### src/sur_pkg.sv
// Package for the serial UTF-8 bit receiver: payload structs, configuration
// struct, event codes, register indexes and the UTF-8 lead byte decoder.
// No dependencies.
package sur_pkg;

  localparam int unsigned CountW = 24;
  localparam int unsigned RunW   = 16;
  localparam int unsigned CfgIdxW = 2;

  localparam logic [CountW-1:0] CountMax = {CountW{1'b1}};
  localparam logic [RunW-1:0]   RunMax   = {RunW{1'b1}};

  // Event codes of a result.
  localparam logic [2:0] EV_BYTE_OK = 3'd0;
  localparam logic [2:0] EV_NACK    = 3'd1;
  localparam logic [2:0] EV_RESTART = 3'd2;
  localparam logic [2:0] EV_RESET   = 3'd3;
  localparam logic [2:0] EV_EOM     = 3'd4;
  localparam logic [2:0] EV_IDLE    = 3'd5;

  // Input opcodes.
  localparam logic OP_BIT  = 1'b0;
  localparam logic OP_TICK = 1'b1;

  // Configuration register indexes.
  localparam logic [CfgIdxW-1:0] CFG_RESET_RUN_LENGTH = 2'd0;
  localparam logic [CfgIdxW-1:0] CFG_IDLE_LIMIT       = 2'd1;
  localparam logic [CfgIdxW-1:0] CFG_PURGE_TICKS      = 2'd2;

  localparam logic [RunW-1:0]   RESET_RUN_LENGTH_RST = 16'd16;
  localparam logic [CountW-1:0] IDLE_LIMIT_RST       = 24'd10000;
  localparam logic [CountW-1:0] PURGE_TICKS_RST      = 24'd4000;

  typedef struct packed {
    logic opcode;
    logic bit_value;
  } in_item_t;

  typedef struct packed {
    logic [2:0] event_code;
    logic [7:0] data_byte;
    logic       last;
  } out_item_t;

  typedef struct packed {
    logic [RunW-1:0]   reset_run_length;
    logic [CountW-1:0] idle_limit;
    logic [CountW-1:0] purge_ticks;
  } cfg_t;

  // Sequence length announced by a lead byte, zero when it is no lead byte.
  function automatic logic [2:0] lead_length(input logic [7:0] b);
    logic [2:0] len;
    len = 3'd0;
    if (b[7] == 1'b0) begin
      len = 3'd1;
    end else if ((b & 8'hE0) == 8'hC0) begin
      len = 3'd2;
    end else if ((b & 8'hF0) == 8'hE0) begin
      len = 3'd3;
    end else if ((b & 8'hF8) == 8'hF0) begin
      len = 3'd4;
    end
    return len;
  endfunction

endpackage

### src/sur_cfg.sv
// Configuration register file of the serial UTF-8 bit receiver.
// Depends on sur_pkg for the configuration struct and register indexes.
module sur_cfg import sur_pkg::*; (
  input  logic               clk_i,
  input  logic               rst_ni,
  input  logic               cfg_valid_i,
  output logic               cfg_ready_o,
  input  logic [CfgIdxW-1:0] cfg_index_i,
  input  logic [CountW-1:0]  cfg_data_i,
  output cfg_t               cfg_o
);

  cfg_t cfg_q, cfg_d;

  assign cfg_ready_o = 1'b1;
  assign cfg_o       = cfg_q;

  always_comb begin
    cfg_d = cfg_q;
    if (cfg_valid_i) begin
      unique case (cfg_index_i)
        CFG_RESET_RUN_LENGTH: cfg_d.reset_run_length = cfg_data_i[RunW-1:0];
        CFG_IDLE_LIMIT:       cfg_d.idle_limit       = cfg_data_i;
        CFG_PURGE_TICKS:      cfg_d.purge_ticks      = cfg_data_i;
        default:              cfg_d = cfg_q;
      endcase
    end
  end

  always_ff @(posedge clk_i or negedge rst_ni) begin
    if (!rst_ni) begin
      cfg_q.reset_run_length <= RESET_RUN_LENGTH_RST;
      cfg_q.idle_limit       <= IDLE_LIMIT_RST;
      cfg_q.purge_ticks      <= PURGE_TICKS_RST;
    end else begin
      cfg_q <= cfg_d;
    end
  end

endmodule

### src/sur_core.sv
// Receiver core: input register, receiver state, per-item update logic and
// the result register. Depends on sur_pkg.
module sur_core import sur_pkg::*; (
  input  logic      clk_i,
  input  logic      rst_ni,
  input  cfg_t      cfg_i,
  input  logic      in_valid_i,
  output logic      in_ready_o,
  input  in_item_t  in_item_i,
  output logic      out_valid_o,
  input  logic      out_ready_i,
  output out_item_t out_item_o
);

  logic      s1_valid_q;
  in_item_t  s1_item_q;
  logic      out_valid_q;
  out_item_t out_item_q;
  logic      advance;

  logic [7:0]        shift_q, shift_d;
  logic [2:0]        pos_q, pos_d;
  logic [RunW-1:0]   ones_q, ones_d;
  logic [2:0]        expect_q, expect_d;
  logic [CountW-1:0] idle_q, idle_d;
  logic              purging_q, purging_d;
  logic [CountW-1:0] pcount_q, pcount_d;

  logic              res_valid;
  out_item_t         res;
  logic [CountW-1:0] pc_inc;
  logic [7:0]        shift_new;
  logic [RunW-1:0]   ones_new;
  logic [2:0]        lead_len;
  logic              bad_byte;

  // The result register is free when empty or drained in this cycle.
  assign advance     = !out_valid_q || out_ready_i;
  assign in_ready_o  = !s1_valid_q || advance;
  assign out_valid_o = out_valid_q;
  assign out_item_o  = out_item_q;

  always_comb begin
    shift_d   = shift_q;
    pos_d     = pos_q;
    ones_d    = ones_q;
    expect_d  = expect_q;
    idle_d    = idle_q;
    purging_d = purging_q;
    pcount_d  = pcount_q;
    res_valid = 1'b0;
    res       = '0;
    pc_inc    = (pcount_q == CountMax) ? pcount_q : pcount_q + 1'b1;
    shift_new = s1_item_q.bit_value ? (shift_q | (8'd1 << pos_q)) : shift_q;
    ones_new  = s1_item_q.bit_value ? ((ones_q == RunMax) ? ones_q : ones_q + 1'b1)
                                    : '0;
    lead_len  = lead_length(shift_new);
    bad_byte  = (expect_q == 3'd0) ? (lead_len == 3'd0) : (shift_new[7:6] != 2'b10);

    if (s1_valid_q) begin
      if (s1_item_q.opcode == OP_TICK) begin
        if (purging_q) begin
          pcount_d = pc_inc;
          if (pc_inc >= cfg_i.purge_ticks) begin
            purging_d      = 1'b0;
            pcount_d       = '0;
            shift_d        = '0;
            pos_d          = 3'd7;
            res_valid      = 1'b1;
            res.event_code = EV_RESTART;
          end
        end else if (idle_q > cfg_i.idle_limit) begin
          shift_d        = '0;
          pos_d          = 3'd7;
          ones_d         = '0;
          idle_d         = '0;
          expect_d       = '0;
          pcount_d       = '0;
          res_valid      = 1'b1;
          res.event_code = EV_IDLE;
        end else if (idle_q != CountMax) begin
          idle_d = idle_q + 1'b1;
        end
      end else begin
        idle_d = '0;
        if (!purging_q) begin
          shift_d = shift_new;
          ones_d  = ones_new;
          if (cfg_i.reset_run_length != '0 && ones_new >= cfg_i.reset_run_length) begin
            shift_d        = '0;
            pos_d          = 3'd7;
            ones_d         = '0;
            expect_d       = '0;
            pcount_d       = '0;
            res_valid      = 1'b1;
            res.event_code = EV_RESET;
          end else if (pos_q != 3'd0) begin
            pos_d = pos_q - 1'b1;
          end else begin
            // A byte is complete; every outcome starts a fresh byte.
            shift_d = '0;
            pos_d   = 3'd7;
            if (shift_new == 8'hFF) begin
              res_valid = 1'b0;
            end else if (shift_new == 8'h00 && expect_q == 3'd0) begin
              ones_d         = '0;
              expect_d       = '0;
              pcount_d       = '0;
              res_valid      = 1'b1;
              res.event_code = EV_EOM;
              res.last       = 1'b1;
            end else if (bad_byte) begin
              purging_d      = 1'b1;
              pcount_d       = '0;
              res_valid      = 1'b1;
              res.event_code = EV_NACK;
            end else begin
              expect_d       = ((expect_q == 3'd0) ? lead_len : expect_q) - 1'b1;
              res_valid      = 1'b1;
              res.event_code = EV_BYTE_OK;
              res.data_byte  = shift_new;
            end
          end
        end
      end
    end
  end

  always_ff @(posedge clk_i or negedge rst_ni) begin
    if (!rst_ni) begin
      s1_valid_q  <= 1'b0;
      out_valid_q <= 1'b0;
      shift_q     <= '0;
      pos_q       <= 3'd7;
      ones_q      <= '0;
      expect_q    <= '0;
      idle_q      <= '0;
      purging_q   <= 1'b0;
      pcount_q    <= '0;
    end else begin
      if (in_ready_o) begin
        s1_valid_q <= in_valid_i;
      end
      if (advance) begin
        out_valid_q <= s1_valid_q && res_valid;
      end
      if (advance && s1_valid_q) begin
        shift_q   <= shift_d;
        pos_q     <= pos_d;
        ones_q    <= ones_d;
        expect_q  <= expect_d;
        idle_q    <= idle_d;
        purging_q <= purging_d;
        pcount_q  <= pcount_d;
      end
    end
  end

  always_ff @(posedge clk_i) begin
    if (in_valid_i && in_ready_o) begin
      s1_item_q <= in_item_i;
    end
    if (advance) begin
      out_item_q <= res;
    end
  end

endmodule

### src/serial_utf8_bit_receiver_top.sv
// Serial UTF-8 bit receiver, top level. A result passes through the input
// register, then the result register, before it is valid.
// Throughput: one bit or tick per cycle, set by the state update between the
// two registers; a stalled result register holds the input side.
// Reset (rst_ni, asynchronous, active low) clears the receiver state and loads
// the register defaults 16, 10000 and 4000; no clearing pass is needed.
module serial_utf8_bit_receiver_top import sur_pkg::*; (
  input  logic               clk_i,
  input  logic               rst_ni,
  input  logic               in_valid_i,
  output logic               in_ready_o,
  input  in_item_t           in_item_i,
  output logic               out_valid_o,
  input  logic               out_ready_i,
  output out_item_t          out_item_o,
  input  logic               cfg_valid_i,
  output logic               cfg_ready_o,
  input  logic [CfgIdxW-1:0] cfg_index_i,
  input  logic [CountW-1:0]  cfg_data_i
);

  cfg_t cfg;

  sur_cfg u_cfg (
    .clk_i       (clk_i),
    .rst_ni      (rst_ni),
    .cfg_valid_i (cfg_valid_i),
    .cfg_ready_o (cfg_ready_o),
    .cfg_index_i (cfg_index_i),
    .cfg_data_i  (cfg_data_i),
    .cfg_o       (cfg)
  );

  sur_core u_core (
    .clk_i       (clk_i),
    .rst_ni      (rst_ni),
    .cfg_i       (cfg),
    .in_valid_i  (in_valid_i),
    .in_ready_o  (in_ready_o),
    .in_item_i   (in_item_i),
    .out_valid_o (out_valid_o),
    .out_ready_i (out_ready_i),
    .out_item_o  (out_item_o)
  );

endmodule

### config.mk
export PLATFORM = sky130hd
export DESIGN_NAME = serial_utf8_bit_receiver_top
export DESIGN_NICKNAME = d
export VERILOG_FILES = /design/src/sur_pkg.sv /design/src/sur_cfg.sv /design/src/sur_core.sv /design/src/serial_utf8_bit_receiver_top.sv
export SDC_FILE = /design/constraint.sdc
export NUM_CORES = 1
export LEC_CHECK = 0
export BUFFER_PORTS_ARGS = -buffer_cell sky130_fd_sc_hd__buf_2
export CORE_ASPECT_RATIO = 0.5
export CORE_UTILIZATION = 60
export DETAILED_ROUTE_END_ITERATION = 12
export PLACE_DENSITY = 0.78
export SLEW_MARGIN = 20
export SYNTH_ARGS = -nofsm -noshare
export SYNTH_HDL_FRONTEND = slang
export SYNTH_SLANG_ARGS = --single-unit
### constraint.sdc
create_clock -name clk_i -period 9 [get_ports clk_i]
set_clock_uncertainty 0.2 [all_clocks]
set_input_delay 1.35 -clock clk_i [delete_from_list [all_inputs] [get_ports clk_i]]
set_output_delay 1.35 -clock clk_i [all_outputs]
set_load 0.02 [all_outputs]
# Word level (Yosys, flattened, before mapping)
# Index checks and enable logic that the tools add are counted.
word_totals:
  reg_bits: 159
  latch_bits: 0
  ram_bits: 0
  romBits: 0
  in_bits: 33
  out_inout_bits: 15
  word_cells: 162
  memories: 0
classes:
  n_addsub: 5
  n_mul: 0
  n_div: 0
  n_lt_le_gt_ge: 3
  n_eq_ne: 19
  shift: 1
  mux: 87
  n_bitwise: 3
  reduce_logical: 27
op_table:
  columns: ["operator", "count"]
  rows:
  - ["$mux W24", 15]
  - ["$mux W16", 10]
  - ["$mux W8", 10]
  - ["$mux W3", 26]
  - ["$add A24 B1 Y24 const B", 2]
  - ["$mux W12", 3]
  - ["$eq A24 B24 Y1 const B", 1]
  - ["$ge A24 B24 Y1", 1]
  - ["$gt A24 B24 Y1", 1]
  - ["$ne A24 B24 Y1 const B", 1]
  - ["$mux W1", 21]
  - ["$add A16 B1 Y16 const B", 1]
  - ["$eq A16 B16 Y1 const B", 1]
  - ["$ge A16 B16 Y1", 1]
  - ["$reduce_bool A16 Y1", 1]
  - ["$reduce_and A7 Y1", 2]
  - ["$mux W9", 1]
  - ["$eq A8 B8 Y1 const B", 1]
  - ["$logic_not A8 Y1", 1]
  - ["$ne A2 B2 Y1 const B", 4]
  - ["$or A8 B8 Y8", 1]
  - ["$reduce_and A2 Y1", 4]
  - ["$reduce_and A4 Y1", 2]
  - ["$reduce_or A8 Y1", 1]
  - ["22 further kinds", 33]

# Depth between registers and ports, before layout
# Gate-level depths: netlist of run 1.
depth:
  word_depth: 17
  ltp_mapped: 18
  mapped_depth_nobuf: 16

# Hierarchy
# From an unflattened synthesis of run 1, not the netlist that was laid out.
unflattened:
  hier_cells: 954
  area_unflattened_um2: 9535.4
modules_own_cells:
  columns: ["mod", "instances", "cells_each", "area_each_um2", "seq_area_each_um2"]
  rows:
  - ["sur_core", 1, 816, 7091.8, 2451.1]
  - ["sur_cfg", 1, 138, 2443.6, 1616.6]

# Least setup slack after synthesis of run 1
# OpenSTA, ideal clock, no wires.
synth_timing:
  path_kind: "flip-flop to flip-flop"
  startpoint: "register u_core.pcount_q[13]"
  endpoint: "register u_core.shift_q[3]"
  setup_ns: 0.125
  arrival_time_ns: 3.718
  t_required_ns: 8.675
  slack_ns: 4.957
  path_stages_with_launch: 15
  n_path_buf: 1
  synth_period_minus_slack_ns: 4.043
  path_cell_list: "dfrtp_1 and4_1 and3_1 a31oi_1 nand4_1 xnor2_1 ha_1 o2111ai_1 or4_1 a21oi_1 o31ai_1 and2_1 clkbuf_1 o31ai_4 mux2_2"
synth_via:
  elab_chain_cells: 5
  elab_cells_between_ends: 6
  classes_between: "add/sub: 1; order compare: 1; eq/ne: 2; mux: 1; reduce/logical: 1"
synth_lines:
  columns: ["item", "line_no", "text"]
  rows:
  - ["start: declaration", "sur_core.sv:27", "logic [CountW-1:0] pcount_q, pcount_d;"]
  - ["start signal: assignment", "sur_core.sv:154", "pcount_q <= pcount_d;"]
  - ["$add A24 B1 Y24 / $eq A24 B24 Y1 (equally long branches)", "sur_core.sv:53", "pc_inc = (pcount_q == CountMax) ? pcount_q : pcount_q + 1'b1;"]
  - ["$mux W24 *", "sur_core.sv:53", null]
  - ["$ge A24 B24 Y1 *", "sur_core.sv:64", "if (pc_inc >= cfg_i.purge_ticks) begin"]
  - ["$ne A2 B2 Y1 (no source line) *", null, null]
  - ["$reduce_and A5 Y1 (no source line) *", null, null]
  - ["end signal: assignment", "sur_core.sv:148", "shift_q <= shift_d;"]
  - ["end: declaration", "sur_core.sv:21", "logic [7:0] shift_q, shift_d;"]
# Every way passes the cells marked *; elsewhere a longest branch is shown, timed or not.
# A chain may end at the register's enable or synchronous reset.

# Worst setup path in the final report of run 1
layout_timing:
  startpoint: "register u_core.ones_q[0]"
  endpoint: "register u_core.pcount_q[5]"
layout_via:
  elab_chain_cells: 8
  elab_cells_between_ends: 13
  classes_between: "add/sub: 1; order compare: 1; eq/ne: 3; mux: 5; reduce/logical: 3"
layout_lines:
  columns: ["item", "line_no", "text"]
  rows:
  - ["start: declaration", "sur_core.sv:23", "logic [RunW-1:0] ones_q, ones_d;"]
  - ["start signal: assignment", "sur_core.sv:150", "ones_q <= ones_d;"]
  - ["$add A16 B1 Y16 / $eq A16 B16 Y1 (equally long branches)", "sur_core.sv:55", "ones_new = s1_item_q.bit_value ? ((ones_q == RunMax) ? ones_q : ones_q + 1'b1)"]
  - ["$mux W16 * (2 in a row)", "sur_core.sv:55", null]
  - ["$ge A16 B16 Y1 *", "sur_core.sv:89", "if (cfg_i.reset_run_length != '0 && ones_new >= cfg_i.reset_run_length) begin"]
  - ["$logic_and A1 B1 Y1 *", "sur_core.sv:89", null]
  - ["parallel branches: the longest is 3 deep, another holds $reduce_and A7 Y1", null, null]
# Mark *: on every way between the ends. The select of a mux whose other input is x is not followed.

==> flow_summary.json, run 1 <==
{
  "status": "finished, final reports clean",
  "start_kind": "register",
  "synth_nets": 1114,
  "hold_violations": 0,
  "die_y_microns": 91.9,
  "dpl.hpwl_microns": 16400,
  "vias_per_cell": 6.22,
  "finalCriticalPeriod_ns": 4.87,
  "post-place-cells": 1227,
  "setup_viol": 0,
  "final_core_util_pct": 68.2,
  "start_util_pct": 62.2,
  "antenna_found_initial": 0,
  "cts.sinks": 159,
  "syn_inst": 1008,
  "crit_arrival_ns": 4.96,
  "routed_wl_microns": 22800,
  "async_reset_ff_share_pct": 91.2,
  "post_cts_resize_count": 0,
  "drive_gt1_share_pct": 16.5,
  "hold_path_class": "register to register",
  "routabilityCongestion": 0.912,
  "drcViolationCount": 0,
  "postCtsSetupRepairBufs": 0,
  "path_clk_slew_ns": 0.07,
  "grt_max_degree": 83,
  "cts-hold-fix-buffers": 0,
  "final_net_count": 1148,
  "synth-edff-count": 14,
  "yosysTopAreaCell": "dfrtp_1",
  "portBuffers": 46,
  "cts_root_buf": "clkbuf_16",
  "ir_worst_vdd_v": 0.000163,
  "cts_buffers": 17,
  "cp-end-kind": "register",
  "synth_top_cell_area_share_pct": 33.5,
  "relSlewSlack_pct": 32.8,
  "grtUsageTotal_pct": 29.3,
  "rsz0062_at_grt": "false",
  "netlist_area_sq_mm": 0.00971,
  "wire_per_inst_microns": 18.1,
  "p_leak_nw": 4.95,
  "pre_cts_ws_ns": 4.21,
  "area_delta_synth_final_pct": 9.80,
  "grt_pass1_vias": 7683,
  "setup_tns_ns": 0,
  "syn_avg_cell_area_sq_um": 9.63,
  "cap_violations": 0,
  "wl_met1_microns": 10600,
  "ys_ff_latch": 159,
  "rows": 32,
  "cts_tree": "done",
  "cp.required_ns": 9.09,
  "h-tree-depth": 4,
  "ys_seq_area_share_pct": 41.9,
  "fmax_ghz": 0.205,
  "wl_met3_microns": 1390,
  "crit_type": "register to register",
  "finalMaxSlewViolations": 0,
  "dr.pass1.iters": 5,
  "p_per_area_mw_per_mm2": 194,
  "clock_latency_ns": 0.43,
  "dieArea_sq_mm": 0.0167,
  "stdcell_count": 1259,
  "yosys_warnings": 0,
  "io_pins": 48,
  "ant_nets": 0,
  "min_period_over_period_pct": 54.2,
  "setup_ws_ns": 4.13,
  "vias": 7831,
  "cp_max_fo": 14,
  "clock_path_buffers": 2,
  "grt_overflow_total": 0,
  "yosysMostFrequentCell": "dfrtp_1",
  "met2_length_microns": 10600,
  "synth_common_cells": "dfrtp_1 (130), inv_1 (92), nor2_1 (86)",
  "fill_cells": 1164,
  "die_width_microns": 182,
  "coreArea_sq_mm": 0.0156,
  "synthDistinctLibCells": 77,
  "synth_ff_type": "dfrtp_1",
  "n_antenna_cell": 0,
  "drtIter0Drc": 600,
  "ys_top_cells_by_area": "dfrtp_1 (34%), ha_1 (9.4%), mux2_2 (6.3%), edfxtp_1 (4.3%), dfstp_2 (4.1%)",
  "grt_pass1_wl_microns": 38500,
  "worstMarginPinSlew_ns": 1.00,
  "route.top_layer_used": "met4"
}
==> state kept, by name, summed over array words and instances (netlist names), 2 cells and up <==
signal	cells
u_cfg.cfg_o	64
u_core.idle_q	24
u_core.pcount_q	24
u_core.ones_q	16
u_core.out_item_o	12
u_core.shift_q	8
u_core.expect_q	3
u_core.pos_q	3
u_core.s1_item_q	2
==> worst paths after layout <==
path	to	slack, ns	from	cells after the start
setup / recovery	u_core.pcount_q[5]	4.13	u_core.ones_q[0]	16
hold / removal	u_cfg.cfg_o[29]	0.31	u_cfg.cfg_o[29]	1
setup reg to reg	u_core.pcount_q[5]	4.13	u_core.ones_q[0]	16
hold reg to reg	u_cfg.cfg_o[29]	0.31	u_cfg.cfg_o[29]	1
max in group asynchronous	u_cfg.cfg_o[23]	6.48	rst_ni	2
min in group asynchronous	u_core.shift_q[7]	0.74	rst_ni	1
==> where the power goes <==
| part | internal (mW) | switching [mW] |
|---|---|---|
| registers | 0.825 | 0.0790 |
| clock network | 0.390 | 0.328 |
| logic | 0.190 | 0.258 |
| total | 1.41 | 0.666 |
==> stage by stage <==
| stage | hold slack [ns] | total power, mW | area [sq um] |
|---|---|---|---|
| finish | 0.307 | 2.07 | 10700 |
| global route | 0.318 | 2.18 | 10700 |
| CTS | 0.308 | 2.07 | 10700 |
| detailed placement | 0.293 | 1.35 | 10100 |
| global placement | 0.288 | 1.33 | 10100 |
| floorplan | 0.279 | 1.22 | 9710 |
==> final cells by class <==
| cell class | count | area, sq um | share of cell area [%] |
|---|---|---|---|
| multi-input cells | 720 | 5130 | 48.2 |
| flip-flops and latches | 159 | 4070 | 38.2 |
| clock buffers | 17 | 425 | 3.99 |
| inverters | 92 | 345 | 3.24 |
| repair buffers | 52 | 282 | 2.64 |
| well taps | 204 | 255 | 2.40 |
| clock inverters | 15 | 148 | 1.39 |
==> worst max-delay path: stages (launching register included) <==
cell and delay [ns]:
dfrtp_1 0.41, ha_1 0.22, nand3_1 0.15, nor4_1 0.32, nand4_1 0.38, nand3_1 0.27, nor3_1 0.08, xnor2_1 0.20
nor2_1 0.08, ha_1 0.31, a21o_1 0.18, a221o_1 0.32, a21oi_1 0.30, o211ai_2 0.27, a22oi_4 0.36, or3_1 0.50
o21ai_0 0.20
==> kinds of logic (layout without fill, tap and decap cells) <==
logic type | after synthesis | after routing | synth area share (%)
compound gates | 182 | 182 | 13.2
mux | 65 | 65 | 7.41
other cells | 1 | 1 | 0.0386
buf+inv | 129 | 176 | 5.25
xor+xnor | 50 | 50 | 4.51
simple gates | 349 | 349 | 18.2
flops | 159 | 159 | 41.9
fa+ha+maj | 73 | 73 | 9.41
==> routing by layer <==
metal	GRT usage, %	vias up
met5	0	-
met4	7.28	0
met3	5.40	33
met2	48.3	275
met1	40.4	3838
li1	-	3685
==> cell usage in the layout, fill, tap and decap left out, types with 37 or more instances in the layout <==
cell,netlist,final
dfrtp_1,130,130
inv_1,92,92
nor2_1,86,86
nand2_1,81,81
ha_1,73,73
mux2_2,54,54
buf_2,2,45
o21ai_0,43,43
a21oi_1,40,40
xnor2_1,37,37
No activity file was read; power rests on OpenSTA's default activity.
==> run 2: changes to the inputs <==
--- a/config.mk
+++ b/config.mk
@@ -7,9 +7,9 @@
 export LEC_CHECK = 0
 export BUFFER_PORTS_ARGS = -buffer_cell sky130_fd_sc_hd__buf_2
 export CORE_ASPECT_RATIO = 0.5
-export CORE_UTILIZATION = 60
+export CORE_UTILIZATION = 56
 export DETAILED_ROUTE_END_ITERATION = 12
-export PLACE_DENSITY = 0.78
+export PLACE_DENSITY = 0.77
 export SLEW_MARGIN = 20
 export SYNTH_ARGS = -nofsm -noshare
 export SYNTH_HDL_FRONTEND = slang
==> constraint.sdc (replaced) <==
create_clock -name clk_i -period 4.3 [get_ports clk_i]
set_clock_uncertainty 0.2 [all_clocks]
set_input_delay 0.645 -clock clk_i [delete_from_list [all_inputs] [get_ports clk_i]]
set_output_delay 0.645 -clock clk_i [all_outputs]
set_load 0.02 [all_outputs]
==> run 2 against run 1 <==
  * Via count is 3.0% higher
  * Wire length is 7.8% higher
  * Clock power is 120% higher
  * Sequential share of layout area is 2.2 points lower
  * Global-route usage is 1.5 points lower
  * First-iteration DRC count is 28% higher
  * Sequential power is 110% higher
  * Critical path depth is 2 lower
  * Power is 120% higher
  * Critical endpoint is now u_core.shift_q[3]
==> flow_summary.json, run 2 (synthesis gave the netlist of run 1 again) <==
{
  "pre_cts_ws_ns": -0.132,
  "drcViolationCount": 0,
  "start_kind": "register",
  "die_y_microns": 95.1,
  "grtUsageTotal_pct": 27.9,
  "critPathMaxStageDelay_ns": 0.54,
  "rsz0062_at_grt": "true",
  "slowest_stage": "or4_1",
  "fill_cells": 1251,
  "routed_wl_microns": 24600,
  "setup_viol": 0,
  "grt_pass1_wl_microns": 38800,
  "portBuffers": 46,
  "vias": 8065,
  "vias_per_cell": 6.06,
  "crit_path_frequent_cell": "nand4_1",
  "clock_path_buffers": 2,
  "wl_met3_microns": 1280,
  "relSlewSlack_pct": 17.8,
  "met2_length_microns": 11600,
  "n_antenna_cell": 0,
  "p_per_area_mw_per_mm2": 399,
  "area_delta_synth_final_pct": 16.5,
  "final_cell_mix": "dfrtp_1 (129), inv_1 (92), nor2_1 (81)",
  "final_net_count": 1197,
  "cp_max_fo": 9,
  "wire_per_inst_microns": 18.5,
  "hold_path_class": "input port to async pin",
  "post-place-cells": 1287,
  "power.total_mw": 4.51,
  "routabilityCongestion": 0.841,
  "setup_tns_ns": 0,
  "cp.required_ns": 4.42,
  "worstPathCellList": "nand4_1 -> nor4_2 -> buf_4 -> a41o_1 -> or3_1 -> xnor2_1 -> ha_1 -> nand4_1 -> or4_1 -> a21oi_1 -> o31ai_1 -> and2_4 -> o31ai_4 -> mux2_2",
  "grt_overflow_total": 0,
  "antenna_found_initial": 0,
  "cts_buffers": 17,
  "crit_type": "register to register",
  "final_core_util_pct": 68.0,
  "wl_met1_microns": 11200,
  "worstMarginPinSlew_ns": 1.23,
  "h-tree-depth": 4,
  "ant_nets": 0,
  "dieArea_sq_mm": 0.0179,
  "cts.sinks": 159,
  "drtIter0Drc": 769,
  "fmax_ghz": 0.236,
  "cp-end-kind": "register",
  "route.top_layer_used": "met4",
  "hold_violations": 0,
  "cts_root_buf": "clkbuf_16",
  "min_period_over_period_pct": 98.5,
  "cts_tree": "done",
  "finalMaxSlewViolations": 0,
  "p_leak_nw": 5.28,
  "io_pins": 48,
  "status": "finished, final reports clean",
  "start_util_pct": 58.3,
  "finalCriticalPeriod_ns": 4.24,
  "setup_ws_ns": 0.0640,
  "grt_pass1_vias": 7815,
  "grt_max_degree": 79,
  "largest_reg_flops": 64,
  "die_width_microns": 188,
  "crit_arrival_ns": 4.36,
  "drive_gt1_share_pct": 23.1,
  "rows": 33,
  "ir_worst_vdd_v": 0.000316,
  "mostFrequentLayoutCell": "dfrtp_1",
  "coreArea_sq_mm": 0.0166,
  "dpl.hpwl_microns": 17100,
  "cap_violations": 0,
  "stdcell_count": 1331,
  "dr.pass1.iters": 5,
  "clock_latency_ns": 0.44,
  "path_clk_slew_ns": 0.07
}
[run 2: report_power, final]
part / leakage (nW) / switching [mW] / total (mW) / internal [mW]
clock network: 0.300 / 0.699 / 1.58 / 0.877
registers: 2.00 / 0.163 / 1.89 / 1.73
logic: 2.98 / 0.588 / 1.04 / 0.456
[run 2: what timing repair did]
item,in CTS,in global routing
hold buffers,0,0
buffers inserted,0,11
resized for setup,10,39
gates cloned,0,1
pin swaps,1,36
endpoints found under the setup margin,30,65
[run 2: path summary, 6_finish.rpt]
kind / startpoint / to / slack, ns / depth (start not counted)
min in group clk_i: in_item_i[1] / u_core.s1_item_q[1] / 0.18 / 1
setup reg to reg: u_core.pcount_q[4] / u_core.shift_q[3] / 0.06 / 14
hold reg to reg: u_cfg.cfg_o[25] / u_cfg.cfg_o[25] / 0.31 / 1
setup / recovery: u_core.pcount_q[4] / u_core.shift_q[3] / 0.06 / 14
hold / removal: rst_ni / u_core.shift_q[3] / 0.02 / 1
max in group asynchronous: rst_ni / u_cfg.cfg_o[44] / 3.05 / 2
[run 2: area by class of cell]
cell class | instances | area [sq um] | share of cell area [%]
inverter | 92 | 345 | 3.05
clock inverter | 15 | 180 | 1.59
clock buffer | 17 | 425 | 3.76
sequential | 159 | 4070 | 36.0
multi-input combinational | 720 | 5330 | 47.1
timing repair buffer | 101 | 677 | 5.99
tap | 227 | 284 | 2.51
[run 2: metrics by stage]
step           hold slack [ns]  instance area [sq um]
6_report                0.0237                  11300
5_1_grt                 0.0800                  11300
4_1_cts                 0.0648                  11000
3_5_place_dp             0.295                  10400
3_3_place_gp             0.288                  10400
2_1_floorplan            0.149                   9710
[run 2: layer usage]
metal,global-route usage [%],vias up
li1,-,3791
met3,5.56,44
met1,37.0,3945
met5,0,-
met2,45.6,285
met4,10.6,0
[run 2: worst max-delay path: cells and delay by family (launching register included)]
family	cells	cell delay (ns)
and+or+nand+nor	6	1.53
muxes	1	0.38
AOI/OAI and AO/OA	4	0.88
DFF	1	0.46
xor gates and xnor gates	1	0.18
buffers and inverters	1	0.15
adders and majority gates	1	0.32
==> run 3: changes to the inputs <==
==> constraint.sdc (replaced) <==
create_clock -name clk_i -period 4.3 [get_ports clk_i]
set_clock_uncertainty 0.2 [all_clocks]
set_input_delay 0.215 -clock clk_i [delete_from_list [all_inputs] [get_ports clk_i]]
set_output_delay 0.215 -clock clk_i [all_outputs]
set_load 0.02 [all_outputs]
==> run 3 against run 2 <==
  * Register-to-register slack got worse by 0.04 ns
  * Global-route usage rose by 0.75 points
  * Power barely moved
  * Setup slack got worse by 0.041 ns
  * Count of clock-buffer cells in the layout did not move
  * First-iteration DRC count rose by 2.1%
  * Cell count rose by 2.8%
  * Clock power barely moved
  * Critical path depth rose by 4
  * Core utilization rose by 1.9 points
  * Largest cell class unchanged
  * Highest routed layer unchanged
==> flow_summary.json, run 3 (synthesis gave the netlist of run 1 again) <==
{
  "design_area_sq_mm": 0.0116,
  "cts.sinks": 159,
  "grt_max_degree": 77,
  "fill_cells": 1148,
  "r2r.worst_path.cells": 18,
  "clock_path_buffers": 2,
  "p_sw_share_pct": 32.9,
  "grt_overflow_total": 0,
  "die_y_microns": 95.1,
  "grt_pass1_wl_microns": 39800,
  "n_antenna_cell": 0,
  "final_cell_mix": "dfrtp_1 (127), inv_1 (92), nor2_1 (84)",
  "worstMarginPinSlew_ns": 1.01,
  "worstPathCellList": "ha_2 -> nand3_4 -> nor4_4 -> nand4_1 -> buf_4 -> buf_6 -> xor2_2 -> nand2_1 -> ha_1 -> nand2b_4 -> a2111o_1 -> a31oi_2 -> o211ai_2 -> buf_4 -> buf_6 -> a22o_4 -> and2_4 -> mux2_2",
  "status": "finished, final reports clean",
  "reg2reg_to": "u_core.expect_q[1]",
  "cts_tree": "done",
  "seq_area_sq_mm": 0.00407,
  "ant_nets": 0,
  "power.total_mw": 4.51,
  "start_kind": "register",
  "dr.pass1.iters": 5,
  "finalMaxSlewViolations": 0,
  "coreArea_sq_mm": 0.0166,
  "vias": 8286,
  "portBuffers": 46,
  "drive_gt1_share_pct": 23.6,
  "grt_pass1_vias": 8074,
  "drcViolationCount": 0,
  "h-tree-depth": 4,
  "cp_max_fo": 6,
  "routed_wl_microns": 24900,
  "mostFrequentLayoutCell": "dfrtp_1",
  "cts_root_buf": "clkbuf_16",
  "cp.required_ns": 4.43,
  "p_per_area_mw_per_mm2": 388,
  "internal_power_mw": 3.03,
  "io_pins": 48,
  "finalCriticalPeriod_ns": 4.28,
  "placed_area_sq_mm": 0.0104,
  "crit_arrival_ns": 4.40,
  "comb_power_share_pct": 23.9,
  "hold_violations": 0,
  "relSlewSlack_pct": 32.2,
  "ir_worst_vdd_v": 0.000319,
  "rsz0062_at_grt": "true",
  "cp-end-kind": "register",
  "setup_viol": 0,
  "routabilityCongestion": 0.886,
  "antenna_found_initial": 0,
  "rrSetupSlack_ns": 0.02,
  "min_period_over_period_pct": 99.5,
  "die_width_microns": 188,
  "wl_met1_microns": 11100,
  "p_leak_nw": 5.39,
  "wire_per_inst_microns": 18.2,
  "largest_reg_flops": 64,
  "slowest_stage": "dfrtp_1",
  "crit_type": "register to register",
  "timing.rr.start": "u_core.ones_q[1]",
  "dieArea_sq_mm": 0.0179,
  "met2_length_microns": 11700,
  "area_delta_synth_final_pct": 19.8,
  "power_frac_clock_pct": 34.2,
  "critPathMaxStageDelay_ns": 0.38,
  "rows": 33,
  "path_clk_slew_ns": 0.07,
  "p_seq_share_pct": 41.8,
  "clock_latency_ns": 0.44,
  "critPathCapture": "u_core.expect_q[1]",
  "grtUsageTotal_pct": 28.6,
  "cts_buffers": 17,
  "fmax_ghz": 0.234,
  "route.top_layer_used": "met4",
  "crit_start": "u_core.ones_q[1]",
  "cap_violations": 0,
  "drtIter0Drc": 785,
  "final_net_count": 1234,
  "start_util_pct": 58.3,
  "multi_input_area_sq_mm": 0.00532,
  "hold_path_class": "input port to register",
  "power.switching_mw": 1.48,
  "vias_per_cell": 6.06,
  "dpl.hpwl_microns": 16900,
  "wl_met3_microns": 1380
}
run 3: cell count changes in the layout (fill, tap and decap cells not counted), sizes merged:
cell / before / now
dlygate4sd3: 0 / 29
buf: 101 / 109
clkinv: 7 / 0
inv: 98 / 103
clkinvlp: 0 / 3
bufinv: 2 / 1
run 3: how the worst min path moves through the flow:
stage / startpoint / to / slack, ns / cells past startpoint
after floorplan: rst_ni / u_cfg.cfg_o[0] / -0.28 / 0
after global placement: rst_ni / u_core.shift_q[4] / 0.09 / 1
after detailed placement: rst_ni / u_core.shift_q[0] / 0.09 / 1
after CTS: out_ready_i / u_core.s1_item_q[0] / 0.09 / 3
after global routing: out_ready_i / u_core.s1_item_q[1] / 0.13 / 3
final: out_ready_i / u_core.s1_item_q[0] / 0.11 / 3
run 3: timing repair:
item,in CTS,in global routing
setup endpoints to repair,43,66
resized for setup,11,42
buffers inserted,1,19
cloned,0,0
hold endpoints to repair,138,0
hold buffers,29,0
pin swaps,2,18
run 3: cell type report:
class | count | area share, %
multi-input cells | 720 | 45.8
flip-flops and latches | 159 | 35.0
repair buffers | 138 | 8.76
clock buffers | 17 | 3.66
inverters | 92 | 2.97
well taps | 227 | 2.44
clock inverters | 15 | 1.41
run 3: power groups by stage:
stage / clock network (mW) / logic [mW] / registers [mW]
after global routing: 1.63 / 1.21 / 1.91
after floorplan: 0 / 0.697 / 1.86
after detailed placement: 0 / 0.957 / 1.91
after CTS: 1.55 / 0.997 / 1.88
final: 1.55 / 1.08 / 1.89
after global placement: 0 / 0.911 / 1.89
run 3: critical path, delay by kind of cell, from the launching register on:
family | cells | cell delay (ns)
and+or+nand+nor | 6 | 1.00
AOI/OAI and AO/OA | 4 | 0.98
buffers and inverters | 4 | 0.62
adders and majority gates | 2 | 0.53
DFF | 1 | 0.38
muxes | 1 | 0.26
xor gates and xnor gates | 1 | 0.18
run 3: layer usage:
layer	track usage (%)	vias to the layer above
li1	-	3856
met1	38.1	4069
met2	46.3	293
met3	5.23	68
met4	12.6	0
met5	0	-
run 3: metrics by stage:
step | setup TNS (ns) | utilization, % | worst slack, ns | cells | hold WS [ns]
global route | -1.30 | 69.9 | -0.113 | 1368 | 0.132
CTS | -0.00769 | 68.0 | -0.00769 | 1349 | 0.0895
global placement | -0.0239 | 62.4 | -0.00661 | 1286 | 0.0882
floorplan | 0 | - | 0.257 | 1008 | -0.281
finish | 0 | 69.9 | 0.0231 | 1368 | 0.111
detailed placement | -1.15 | 62.5 | -0.0972 | 1287 | 0.0943
